`src/rtl/core/tdfs_pkg.sv`:
```
// shared types and constants for the three-wire display frame sender
package tdfs_pkg;

  // fixed width of the message field
  localparam int unsigned MSG_W = 56;
  localparam int unsigned TICK_W = 8;

  // configuration register indexes
  localparam logic [1:0] CFG_GAP_TICKS        = 2'd0;
  localparam logic [1:0] CFG_LEAD_TICKS       = 2'd1;
  localparam logic [1:0] CFG_CLOCK_HIGH_TICKS = 2'd2;
  localparam logic [1:0] CFG_CLOCK_LOW_TICKS  = 2'd3;

  // configuration reset values
  localparam logic [TICK_W-1:0] GAP_TICKS_RST        = 8'd230;
  localparam logic [TICK_W-1:0] LEAD_TICKS_RST       = 8'd138;
  localparam logic [TICK_W-1:0] CLOCK_HIGH_TICKS_RST = 8'd150;
  localparam logic [TICK_W-1:0] CLOCK_LOW_TICKS_RST  = 8'd92;

  // input opcodes
  localparam logic OP_TICK = 1'b0;
  localparam logic OP_SEND = 1'b1;

  // frame phases
  typedef enum logic [3:0] {
    PH_IDLE   = 4'd0,
    PH_ENA_R1 = 4'd1,
    PH_ENA_F1 = 4'd2,
    PH_ENA_R2 = 4'd3,
    PH_CLK_F  = 4'd4,
    PH_CLK_R  = 4'd5,
    PH_ENA_F2 = 4'd6,
    PH_ENA_R3 = 4'd7,
    PH_ENA_F3 = 4'd8,
    PH_POST   = 4'd9
  } phase_t;

  typedef struct packed {
    logic             opcode;
    logic [MSG_W-1:0] message;
  } in_word_t;

  typedef struct packed {
    logic accepted;
    logic busy_res;
    logic enable_pin;
    logic clock_pin;
    logic data_pin;
  } out_word_t;

  typedef struct packed {
    logic [TICK_W-1:0] gap_ticks;
    logic [TICK_W-1:0] lead_ticks;
    logic [TICK_W-1:0] clock_high_ticks;
    logic [TICK_W-1:0] clock_low_ticks;
  } cfg_t;

  // frame state apart from the bit counter
  typedef struct packed {
    phase_t            phase;
    logic [TICK_W-1:0] wait_count;
    logic              second_pass;
    logic [MSG_W-1:0]  message_store;
    logic              en;
    logic              clk;
    logic              dat;
  } state_t;

endpackage

```
`src/rtl/core/tdfs_step.sv`:
```
// next-state and result logic for one word of the frame sender
module tdfs_step #(
  parameter int unsigned MSG_BITS = 56,
  parameter int unsigned BIT_W    = 6
) (
  input  tdfs_pkg::state_t    cur,
  input  logic [BIT_W-1:0]    cur_bit_index,
  input  tdfs_pkg::cfg_t      cfg,
  input  tdfs_pkg::in_word_t  in_word,
  output tdfs_pkg::state_t    nxt,
  output logic [BIT_W-1:0]    nxt_bit_index,
  output tdfs_pkg::out_word_t out_word
);
  import tdfs_pkg::*;

  logic [MSG_W-1:0] shifted;
  logic             cur_bit;
  logic [BIT_W-1:0] bit_inc;

  // bit under the pointer, zero once past the end of the stored message
  assign shifted = cur.message_store << cur_bit_index;
  assign cur_bit = shifted[MSG_W-1];
  assign bit_inc = cur_bit_index + BIT_W'(1);

  // phase sequencing
  always_comb begin
    logic acc;
    acc           = 1'b0;
    nxt           = cur;
    nxt_bit_index = cur_bit_index;
    if (in_word.opcode == OP_SEND) begin
      if (cur.phase == PH_IDLE) begin
        nxt.message_store = in_word.message;
        nxt.en            = 1'b0;
        nxt.clk           = 1'b1;
        nxt.dat           = 1'b1;
        nxt_bit_index     = '0;
        nxt.second_pass   = 1'b0;
        nxt.wait_count    = cfg.gap_ticks;
        nxt.phase         = PH_ENA_R1;
        acc               = 1'b1;
      end
    end else if (cur.phase == PH_POST) begin
      nxt.phase = PH_IDLE;
    end else if (cur.phase != PH_IDLE) begin
      if (cur.wait_count <= TICK_W'(1)) begin
        // segment over: move on
        case (cur.phase)
          PH_ENA_R1: begin
            nxt.en         = 1'b1;
            nxt.wait_count = cfg.gap_ticks;
            nxt.phase      = PH_ENA_F1;
          end
          PH_ENA_F1: begin
            nxt.en         = 1'b0;
            nxt.wait_count = cfg.gap_ticks;
            nxt.phase      = PH_ENA_R2;
          end
          PH_ENA_R2, PH_ENA_R3: begin
            nxt.en         = 1'b1;
            nxt.wait_count = cfg.lead_ticks;
            nxt.phase      = PH_CLK_F;
          end
          PH_CLK_F: begin
            nxt.dat        = ~cur_bit;
            nxt.clk        = 1'b0;
            nxt.wait_count = cfg.clock_low_ticks;
            nxt.phase      = PH_CLK_R;
          end
          PH_CLK_R: begin
            nxt.clk       = 1'b1;
            nxt_bit_index = bit_inc;
            if (bit_inc >= BIT_W'(MSG_BITS)) begin
              if (!cur.second_pass) begin
                nxt.wait_count  = cfg.clock_low_ticks;
                nxt.phase       = PH_ENA_F2;
                nxt_bit_index   = '0;
                nxt.second_pass = 1'b1;
              end else begin
                nxt.wait_count = cfg.lead_ticks;
                nxt.phase      = PH_ENA_F3;
              end
            end else begin
              nxt.wait_count = cfg.clock_high_ticks;
              nxt.phase      = PH_CLK_F;
            end
          end
          PH_ENA_F2: begin
            nxt.en         = 1'b0;
            nxt.wait_count = cfg.gap_ticks;
            nxt.phase      = PH_ENA_R3;
          end
          PH_ENA_F3: begin
            nxt.en         = 1'b0;
            nxt.dat        = 1'b1;
            nxt.wait_count = '0;
            nxt.phase      = PH_POST;
          end
          default: begin
            nxt.phase = PH_IDLE;
          end
        endcase
      end else begin
        nxt.wait_count = cur.wait_count - TICK_W'(1);
      end
    end
    out_word.accepted   = acc;
    out_word.busy_res   = (nxt.phase != PH_IDLE);
    out_word.enable_pin = nxt.en;
    out_word.clock_pin  = nxt.clk;
    out_word.data_pin   = nxt.dat;
  end

endmodule

```
`src/rtl/core/three_wire_display_frame_sender.sv`:
```
// top level of the three-wire display frame sender: state, config and result registers
//
//  channel | direction | handshake               | payload
//  --------+-----------+-------------------------+-----------------------------
//  in      | input     | in_valid / in_ready     | in_word  (opcode, message)
//  out     | output    | out_valid / out_ready   | out_word (accepted, busy_res,
//          |           |                         |   enable_pin, clock_pin, data_pin)
//  cfg     | input     | cfg_we (no wait)        | cfg_index, cfg_data
//
// the next state and result of each input word are formed in one pass of tdfs_step
// and registered together, so one word is taken each clock unless out_ready stalls.
// in_ready is high while the result register is empty or being drained this cycle.
// a stall on out_ready holds the result register and blocks further input words.
// synchronous reset returns the frame to idle, lines to enable low, clock and data
// high, and the registers to their default tick counts.
module three_wire_display_frame_sender #(
  parameter int unsigned MSG_BITS = 56
) (
  input  logic                clk,
  input  logic                rst,
  input  logic                in_valid,
  output logic                in_ready,
  input  tdfs_pkg::in_word_t  in_word,
  output logic                out_valid,
  input  logic                out_ready,
  output tdfs_pkg::out_word_t out_word,
  input  logic                cfg_we,
  input  logic [1:0]          cfg_index,
  input  logic [7:0]          cfg_data
);
  import tdfs_pkg::*;

  localparam int unsigned BIT_W = $clog2(MSG_BITS + 1);

  cfg_t             cfg;
  state_t           state;
  state_t           state_next;
  logic [BIT_W-1:0] bit_index;
  logic [BIT_W-1:0] bit_index_next;
  out_word_t        result_next;
  logic             in_take;

  assign in_ready = !out_valid || out_ready;
  assign in_take  = in_valid && in_ready;

  // configuration registers
  always_ff @(posedge clk) begin
    if (rst) begin
      cfg.gap_ticks        <= GAP_TICKS_RST;
      cfg.lead_ticks       <= LEAD_TICKS_RST;
      cfg.clock_high_ticks <= CLOCK_HIGH_TICKS_RST;
      cfg.clock_low_ticks  <= CLOCK_LOW_TICKS_RST;
    end else if (cfg_we) begin
      case (cfg_index)
        CFG_GAP_TICKS:        cfg.gap_ticks        <= cfg_data;
        CFG_LEAD_TICKS:       cfg.lead_ticks       <= cfg_data;
        CFG_CLOCK_HIGH_TICKS: cfg.clock_high_ticks <= cfg_data;
        CFG_CLOCK_LOW_TICKS:  cfg.clock_low_ticks  <= cfg_data;
        default: ;
      endcase
    end
  end

  // next state and result for the word on the input
  tdfs_step #(
    .MSG_BITS (MSG_BITS),
    .BIT_W    (BIT_W)
  ) u_step (
    .cur           (state),
    .cur_bit_index (bit_index),
    .cfg           (cfg),
    .in_word       (in_word),
    .nxt           (state_next),
    .nxt_bit_index (bit_index_next),
    .out_word      (result_next)
  );

  // frame state; the message store is not reset and is only loaded on a taken word
  always_ff @(posedge clk) begin
    if (rst) begin
      state.phase       <= PH_IDLE;
      state.wait_count  <= '0;
      state.second_pass <= 1'b0;
      state.en          <= 1'b0;
      state.clk         <= 1'b1;
      state.dat         <= 1'b1;
      bit_index         <= '0;
    end else if (in_take) begin
      state.phase         <= state_next.phase;
      state.wait_count    <= state_next.wait_count;
      state.second_pass   <= state_next.second_pass;
      state.message_store <= state_next.message_store;
      state.en            <= state_next.en;
      state.clk           <= state_next.clk;
      state.dat           <= state_next.dat;
      bit_index           <= bit_index_next;
    end
  end

  // result register
  always_ff @(posedge clk) begin
    if (rst) begin
      out_valid <= 1'b0;
    end else if (in_take) begin
      out_valid <= 1'b1;
    end else if (out_ready) begin
      out_valid <= 1'b0;
    end
  end

  always_ff @(posedge clk) begin
    if (in_take) begin
      out_word <= result_next;
    end
  end

  // a taken send always leaves the frame running
  a_accept_busy: assert property (@(posedge clk) disable iff (rst)
    out_valid |-> (!out_word.accepted || out_word.busy_res))
    else $error("accepted send without busy");

  // idle lines: enable low, clock and data high
  a_idle_lines: assert property (@(posedge clk) disable iff (rst)
    (state.phase == PH_IDLE) |-> (!state.en && state.clk && state.dat))
    else $error("lines not at idle levels while idle");

  // a send taken while idle starts the first enable segment
  a_send_start: assert property (@(posedge clk) disable iff (rst)
    (in_take && in_word.opcode == OP_SEND && state.phase == PH_IDLE)
      |=> (state.phase == PH_ENA_R1 && out_word.accepted))
    else $error("send from idle did not start a frame");

  // bit counter never exceeds MSG_BITS
  a_bit_range: assert property (@(posedge clk) disable iff (rst)
    bit_index <= BIT_W'(MSG_BITS))
    else $error("bit counter out of range");

endmodule
```
`config.mk`:
```
export PLATFORM = sky130hd
export DESIGN_NAME = three_wire_display_frame_sender
export DESIGN_NICKNAME = d
export VERILOG_FILES = /design/src/rtl/core/tdfs_pkg.sv /design/src/rtl/core/tdfs_step.sv /design/src/rtl/core/three_wire_display_frame_sender.sv
export SDC_FILE = /design/constraint.sdc
export NUM_CORES = 1
export LEC_CHECK = 0
export BUFFER_PORTS_ARGS = -buffer_cell sky130_fd_sc_hd__buf_4
export CAP_MARGIN = 30
export CORE_ASPECT_RATIO = 0.7
export CORE_MARGIN = 10
export CORE_UTILIZATION = 32
export CTS_CLUSTER_SIZE = 24
export DETAILED_ROUTE_END_ITERATION = 8
export GPL_TIMING_DRIVEN = 0
export SLEW_MARGIN = 20
export SYNTH_ARGS = -nofsm -noshare
export SYNTH_HDL_FRONTEND = slang
export SYNTH_SLANG_ARGS = --single-unit
```
`constraint.sdc`:
```
create_clock -name clk -period 9.8 [get_ports clk]
set_input_delay 2.94 -clock clk [delete_from_list [all_inputs] [get_ports clk]]
set_output_delay 2.94 -clock clk [all_outputs]
set_load 0.01 [all_outputs]
```
==> results of run 1 <==
==> cell usage after synthesis (all sizes together), types with 2 or more instances <==
cell type and instances:
and2 3, clkbuf 24, a211o 9, a21o 6
or4b 2, nor4b 2, a311o 2, clkinv 2
a311oi 5, o31ai 4, a32oi 3, mux4 9
nand2b 5, mux2i 14, a221oi 5, xor2 2
o21ai 14, edfxtp 61, nor3 15, or3 3
o211ai 4, or4 2, a22oi 2, or2 5
a221o 8, xnor2 6, a21oi 42, nand3 11
nor2 42, a211oi 8, buf 10, and3 5
nand2 47, nand4 5, nor2b 7, o21bai 3
inv 17, dfxtp 55, mux2 7, nor4 6
nand3b 13, o41ai 4, ha 4
==> routing by layer <==
metal | wire length, um | vias up
met2 | 6670 | 184
met4 | 233 | 0
li1 | - | 2178
met3 | 1360 | 26
met5 | 0 | -
met1 | 7330 | 2179
==> logic make-up after synthesis <==
kind of cell / after synthesis / share of synthesized area, %
buffers and inverters: 53 / 3.91
AO/OA/AOI/OAI: 129 / 16.3
AND/OR/NAND/NOR: 179 / 17.0
adder cells (fa/ha/maj): 4 / 0.904
flip-flops: 116 / 53.0
XOR/XNOR: 8 / 1.27
multiplexers: 30 / 7.62
==> power by group through the flow <==
stage	clock, uW	combinational, uW	sequential [uW]
final	576	204	545
after global routing	609	227	547
after CTS	589	202	544
after detailed placement	0	201	555
after floorplan	0	128	553
after global placement	0	198	555
==> state kept, by name, summed over array words and instances (netlist names) <==
register	flops
state	72
cfg	32
bit_index	6
out_word	5
out_valid	1
==> area by class of cell <==
class,count,share of cell area (%)
tap,231,4.13
buffer,34,2.07
timing repair buffer,83,8.90
multi-input combinational,350,34.1
inverter,19,1.02
sequential,116,41.9
clock buffer,18,6.13
clock inverter,14,1.70
==> critical path, delay by kind of cell <==
kind,cells,cell delay (ns)
buf+inv,2,0.26
simple gates,1,0.16
==> worst paths after layout <==
check	from	slack, ns	end	cells after the start
max	out_ready	3.50	in_ready	3
max reg2reg	state[70]	6.69	state[3]	7
min reg2reg	cfg[5]	0.46	cfg[5]	2
min	cfg[5]	0.46	cfg[5]	2
==> through the flow <==
stage	hold slack [ns]	cells	util, %	instance area, sq um
final	0.459	865	41.0	7000
after global routing	0.482	865	41.0	7000
after CTS	0.459	865	41.0	7000
after detailed placement	0.449	833	37.8	6450
after global placement	0.442	828	37.6	6410
after floorplan	0.432	519	-	5530
==> results_tabular.tex, run 1 <==
\begin{tabular}{lr}
\hline
Metric & Value \\
\hline
\multicolumn{2}{l}{\textbf{Outcome}} \\
Outcome & finished clean \\
\multicolumn{2}{l}{\textbf{GRT}} \\
Met3 capacity usage during global routing & under 10\% \\
Met1 track demand over resource & a little under a fifth \\
Antenna violations before repair & 0 \\
Highest-utilization routing layer at the global route stage & met2 \\
Met2 usage in global routing & roughly 20\% \\
Remaining Overflow, GRT & 0 \\
Largest net degree at the start of global routing & 17 \\
Vias in the first global route & roughly 4700 \\
Global-route wire length before repair & around 25000 um \\
Global-route usage over all layers & 14.0\% \\
\multicolumn{2}{l}{\textbf{Timing}} \\
Hold violation total from the final report & 0 \\
Total Neg Setup Slack & 0 ns \\
Maximum frequency from static timing analysis & around 0.16 GHz \\
Min setup slack post-route & 3.50 ns \\
Tcrit/Tclk final & between 60\% and 70\% \\
Clock tree skew after final layout & between 0.01 and 0.015 ns \\
Number of setup violations in the final report & 0 \\
Tightest Pin Transition & just under 0.9 ns \\
Max-slew headroom & between 40\% and 50\% \\
Min cycle time layout & approximately 6.3 ns \\
RSZ-0062 raised after global routing & false \\
Number of pins with negative max-slew slack in the final report & 0 \\
\multicolumn{2}{l}{\textbf{Logic synthesis}} \\
Share of the yosys chip area belonging to registers & between 50 and 60\% \\
Number of warning messages in the yosys log & 0 \\
Count of flip-flops with a built-in enable after synthesis & between 60 and 70 \\
Seq cells post-synth & between 100 and 150 \\
Cell types with the largest area share after synthesis & sky130\_fd\_sc\_hd\_\_edfxtp\_1 (33\%), sky130\_fd\_sc\_hd\_\_dfxtp\_1 (20\%), sky130\_fd\_sc\_hd\_\_a21oi\_1 (3.8\%), sky130\_fd\_sc\_hd\_\_mux4\_2 (3.7\%), sky130\_fd\_sc\_hd\_\_nand2\_1 (3.2\%) \\
Yosys top cell area share & between 30 and 40\% \\
Fraction of synthesis flops using an asynchronous set or reset pin & 0\% \\
Top\_reg\_cell synth & sky130\_fd\_sc\_hd\_\_edfxtp\_1 \\
Top cell type by total area after synthesis & sky130\_fd\_sc\_hd\_\_edfxtp\_1 \\
Number of distinct standard cells referenced by the synthesized netlist & between 60 and 70 \\
Instance count of the mapped netlist & roughly 520 \\
Mean cell area of the mapped netlist & $\sim$11 sq um \\
Syn\_nets & just under 600 \\
Post-synthesis cell area & approximately 5500 sq um \\
\multicolumn{2}{l}{\textbf{Worst setup path}} \\
Crit Path Category & input port to primary output \\
Chain of cells forming the critical path & buf\_4 > nand2b\_1 > buf\_4 \\
Critical Path Start Type & input port \\
Crit path capture type & primary output \\
Data arrival time at the worst-slack endpoint & around 3.4 ns \\
Largest stage delay on the critical path & 0.16 ns \\
Dominant cell type by count on the critical path & sky130\_fd\_sc\_hd\_\_buf\_4 \\
Worst path required time & 6.86 ns \\
Worst-path fanout max & 3 \\
Cell with the biggest individual delay on the critical path & sky130\_fd\_sc\_hd\_\_nand2b\_1 \\
\multicolumn{2}{l}{\textbf{Die}} \\
Die width & 177 um \\
Total number of placement rows & 40 \\
Total I/O pin count & between 70 and 80 \\
Area enclosed by the die boundary & about 23000 sq um \\
Die H & about 130 um \\
Starting utilization of the core area & between 30\% and 40\% \\
Core Region & 17100 sq um \\
\multicolumn{2}{l}{\textbf{Routing}} \\
Initial drt markers & 427 \\
DR vias & $\sim$4600 \\
Via density & 5.28 \\
Count of unresolved DRC violations after routing & 0 \\
Post-DRT Antenna Nets & 0 \\
Total routed wirelength & roughly 16000 um \\
DR pass1 iterations & 5 \\
Routed wire length per instance & 18.0 um \\
\multicolumn{2}{l}{\textbf{Power}} \\
Switching Share & 28.4\% \\
Relative contribution of combinational cells to total power & between 10\% and 20\% \\
Clock network fraction of total power & 43.5\% \\
Leakage & $\sim$0.0026 uW \\
Worst supply voltage drop on vdd & $\sim$130 uV \\
Design internal power & 949 uW \\
Power Density & 189 nW/um\^{}2 \\
Overall power consumption & 1330 uW \\
Flop pwr share & about two fifths \\
Switching component of the power & between 300 and 400 uW \\
\multicolumn{2}{l}{\textbf{Cells and area}} \\
Most used cells in the layout excluding fill and tap cells & sky130\_fd\_sc\_hd\_\_buf\_4 (84), sky130\_fd\_sc\_hd\_\_edfxtp\_1 (61), sky130\_fd\_sc\_hd\_\_dfxtp\_1 (55) \\
Final net count & 697 \\
Final-layout fill cell count & 1633 \\
Diode insertion count for antenna repair & 0 \\
P\&R area growth vs syn & 26.5\% \\
Area occupied by registers & between 2000 and 3000 sq um \\
Area used by multi-input combinational logic & 2390 sq um \\
Commonest non-fill, non-tap cell in the layout & sky130\_fd\_sc\_hd\_\_buf\_4 \\
Layout cells sized above 1 & a little under a quarter \\
\multicolumn{2}{l}{\textbf{CTS}} \\
Longest Clk Path Bufs & 2 \\
Clock transition at the registers of the reported paths & approximately 0.060 ns \\
CTS sink cnt & between 100 and 150 \\
Post-cts sizing count & 0 \\
Number of levels in the clock H-tree & 4 \\
Count of buffers added by post-CTS timing repair for setup & 0 \\
Clock latency on the worst-skew pair & 0.43 ns \\
Hold-fix buffers at CTS & 0 \\
CTS tree & built \\
Buffer cell driving the clock tree root & sky130\_fd\_sc\_hd\_\_clkbuf\_16 \\
Clock buffer count from CTS & 17 \\
\multicolumn{2}{l}{\textbf{Placed design}} \\
Setup slack at placement & between 3 and 4 ns \\
Port Buffer Count & about 80 \\
Routability cong. & around 0.9 \\
Half-perimeter wire length of the detailed placement result & roughly 12000 um \\
\multicolumn{2}{l}{\textbf{Run}} \\
Max\_cap viols & 0 \\
\multicolumn{2}{l}{\textbf{Min path}} \\
Class of the tightest hold or removal check & register to register \\
\hline
\end{tabular}
(Power assumes the default switching activity.)
==> run 2, diff against run 1 <==
==> constraint.sdc (replaced) <==
create_clock -name clk -period 5.1 [get_ports clk]
set_input_delay 1.53 -clock clk [delete_from_list [all_inputs] [get_ports clk]]
set_output_delay 1.53 -clock clk [all_outputs]
set_load 0.01 [all_outputs]
==> run 2 against run 1 <==
- non-clock buffer count shrank 2
- first-iteration DRC count grew 2.6%
- global-route usage shrank 0.14 points
- critical endpoint is now bit_index[3]
- utilization grew 0.16 points
- combinational power grew 96%
- critical path type is now input port to register
- sequential share of layout area shrank 0.16 points
- largest cell class unchanged
==> results_tabular.tex, run 2 (synthesized netlist as in run 1, its figures left out) <==
\begin{tabular}{lr}
\hline
Metric & Value \\
\hline
\multicolumn{2}{l}{\textbf{CTS}} \\
Clock latency on the worst-skew pair & $\sim$0.42 ns \\
Buffer cell driving the clock tree root & sky130\_fd\_sc\_hd\_\_clkbuf\_16 \\
Count of buffers added by post-CTS timing repair for setup & 0 \\
Hold-fix buffers at CTS & 0 \\
Number of levels in the clock H-tree & 4 \\
CTS tree & built \\
Post-cts sizing count & 0 \\
Clock transition at the registers of the reported paths & about 0.06 ns \\
CTS sink cnt & roughly 120 \\
Longest Clk Path Bufs & 2 \\
Clock buffer count from CTS & 17 \\
\multicolumn{2}{l}{\textbf{Timing}} \\
Max-slew headroom & 44.7\% \\
Number of setup violations in the final report & 0 \\
Min cycle time layout & roughly 3.5 ns \\
Tightest Pin Transition & slightly above 0.8 ns \\
Tcrit/Tclk final & about 70\% \\
Maximum frequency from static timing analysis & $\sim$0.28 GHz \\
Hold violation total from the final report & 0 \\
Number of pins with negative max-slew slack in the final report & 0 \\
Clock tree skew after final layout & about 0.01 ns \\
RSZ-0062 raised after global routing & false \\
\multicolumn{2}{l}{\textbf{Routing}} \\
Total routed wirelength & 15700 um \\
Initial drt markers & between 400 and 500 \\
Count of unresolved DRC violations after routing & 0 \\
Via density & 5.33 \\
Post-DRT Antenna Nets & 0 \\
DR pass1 iterations & 5 \\
Routed wire length per instance & between 15 and 20 um \\
DR vias & 4600 \\
\multicolumn{2}{l}{\textbf{Power}} \\
Leakage & around 0.0026 uW \\
Power Density & 366 nW/um\^{}2 \\
Worst supply voltage drop on vdd & $\sim$190 uV \\
\multicolumn{2}{l}{\textbf{Outcome}} \\
Outcome & finished clean \\
\multicolumn{2}{l}{\textbf{Cells and area}} \\
Number of flip-flops under the largest register name & 72 \\
Top flop regs & state x72, cfg x32, bit\_index x6 \\
Final-layout fill cell count & about 1600 \\
P\&R area growth vs syn & 27.0\% \\
Diode insertion count for antenna repair & 0 \\
Register with the highest flop count & state \\
Most used cells in the layout excluding fill and tap cells & sky130\_fd\_sc\_hd\_\_buf\_4 (79), sky130\_fd\_sc\_hd\_\_edfxtp\_1 (61), sky130\_fd\_sc\_hd\_\_dfxtp\_1 (55) \\
Final instance area & roughly 7000 sq um \\
Layout cells sized above 1 & between 20\% and 30\% \\
Share of the core filled with cells & about two fifths \\
Commonest non-fill, non-tap cell in the layout & sky130\_fd\_sc\_hd\_\_buf\_4 \\
Final net count & a little under 700 \\
\multicolumn{2}{l}{\textbf{Run}} \\
Max\_cap viols & 0 \\
\multicolumn{2}{l}{\textbf{Worst setup path}} \\
Worst-case reg-to-reg path depth & 8 \\
Worst-path fanout max & 14 \\
Worst path required time & 5.38 ns \\
Crit path capture type & register \\
Cell with the biggest individual delay on the critical path & sky130\_fd\_sc\_hd\_\_clkinv\_1 \\
Data arrival time at the worst-slack endpoint & approximately 3.8 ns \\
Largest stage delay on the critical path & roughly 0.58 ns \\
Critical Path Start Type & input port \\
Crit Path Category & input port to register \\
Chain of cells forming the critical path & buf\_4 > nand2b\_1 > nand2\_1 > clkinv\_1 > o2111ai\_1 > nor2\_1 > a22oi\_1 > nor2\_1 \\
Dominant cell type by count on the critical path & sky130\_fd\_sc\_hd\_\_nor2\_1 \\
Slack of the worst reg-to-reg path & between 2 and 2.5 ns \\
\multicolumn{2}{l}{\textbf{GRT}} \\
Global-route usage over all layers & 13.9\% \\
Antenna violations before repair & 0 \\
Global-route wire length before repair & 24800 um \\
Vias in the first global route & about 4400 \\
Met3 capacity usage during global routing & a little under 4\% \\
Met2 usage in global routing & between 20\% and 30\% \\
Met1 track demand over resource & 19.7\% \\
Remaining Overflow, GRT & 0 \\
Largest net degree at the start of global routing & 18 \\
Highest-utilization routing layer at the global route stage & met2 \\
\multicolumn{2}{l}{\textbf{Die}} \\
Core Region & $\sim$17000 sq um \\
Total I/O pin count & between 70 and 80 \\
Die H & roughly 130 um \\
Starting utilization of the core area & between 30\% and 40\% \\
Area enclosed by the die boundary & $\sim$23000 sq um \\
Die width & about 180 um \\
Total number of placement rows & 40 \\
\multicolumn{2}{l}{\textbf{Placed design}} \\
Half-perimeter wire length of the detailed placement result & 11700 um \\
Port Buffer Count & a little under 80 \\
Cell Area, Placed & 6460 sq um \\
Routability cong. & 0.877 \\
\multicolumn{2}{l}{\textbf{Min path}} \\
Class of the tightest hold or removal check & register to register \\
Hold Path Cell Cnt & 2 \\
\hline
\end{tabular}
run 2: critical path, delay by kind of cell:
family / cells / cell delay, ns
simple gates: 4 / 0.88
compound gates: 2 / 0.72
buf+inv: 2 / 0.68
run 2: per-layer routing:
layer	wire length, um	up-vias
met3	1340	9
met5	0	-
met1	7500	2228
met4	140	0
met2	6760	196
li1	-	2167
run 2: cell type report:
class | count | area [sq um] | share of cell area (%)
tap | 231 | 289 | 4.11
sequential | 116 | 2930 | 41.7
inverter | 19 | 71.3 | 1.01
timing repair buffer | 81 | 631 | 8.97
clock buffer | 17 | 425 | 6.05
buffer | 34 | 145 | 2.07
clock inverter | 15 | 136 | 1.94
multi-input combinational | 350 | 2400 | 34.1
run 2: per-stage QoR:
stage               hold WS (ns)  worst slack (ns)  TNS (ns)  instances  total power (uW)
floorplan                  0.432             0.405         0        519              1310
global placement           0.444            -0.565    -31.40        828              1450
detailed placement         0.446              1.20         0        831              1460
CTS                        0.454              1.61         0        863              2590
global route               0.488              1.34         0        863              2680
finish                     0.453              1.55         0        863              2570
run 2: path summary, 6_finish.rpt:
| kind | from | end |
|---|---|---|
| worst max-delay path | out_ready | bit_index[3] |
| worst min-delay path | cfg[0] | cfg[0] |
| worst max register to register | bit_index[1] | out_word[0] |
| worst min register to register | cfg[0] | cfg[0] |
run 2: power breakdown:
| group | switching, uW | leakage (uW) | internal (uW) | total (uW) |
|---|---|---|---|---|
| logic | 233 | 0.00129 | 166 | 399 |
| registers | 24.1 | 0.00100 | 1020 | 1050 |
| clock network | 480 | 0.000277 | 642 | 1120 |
| total | 737 | 0.00257 | 1830 | 2570 |
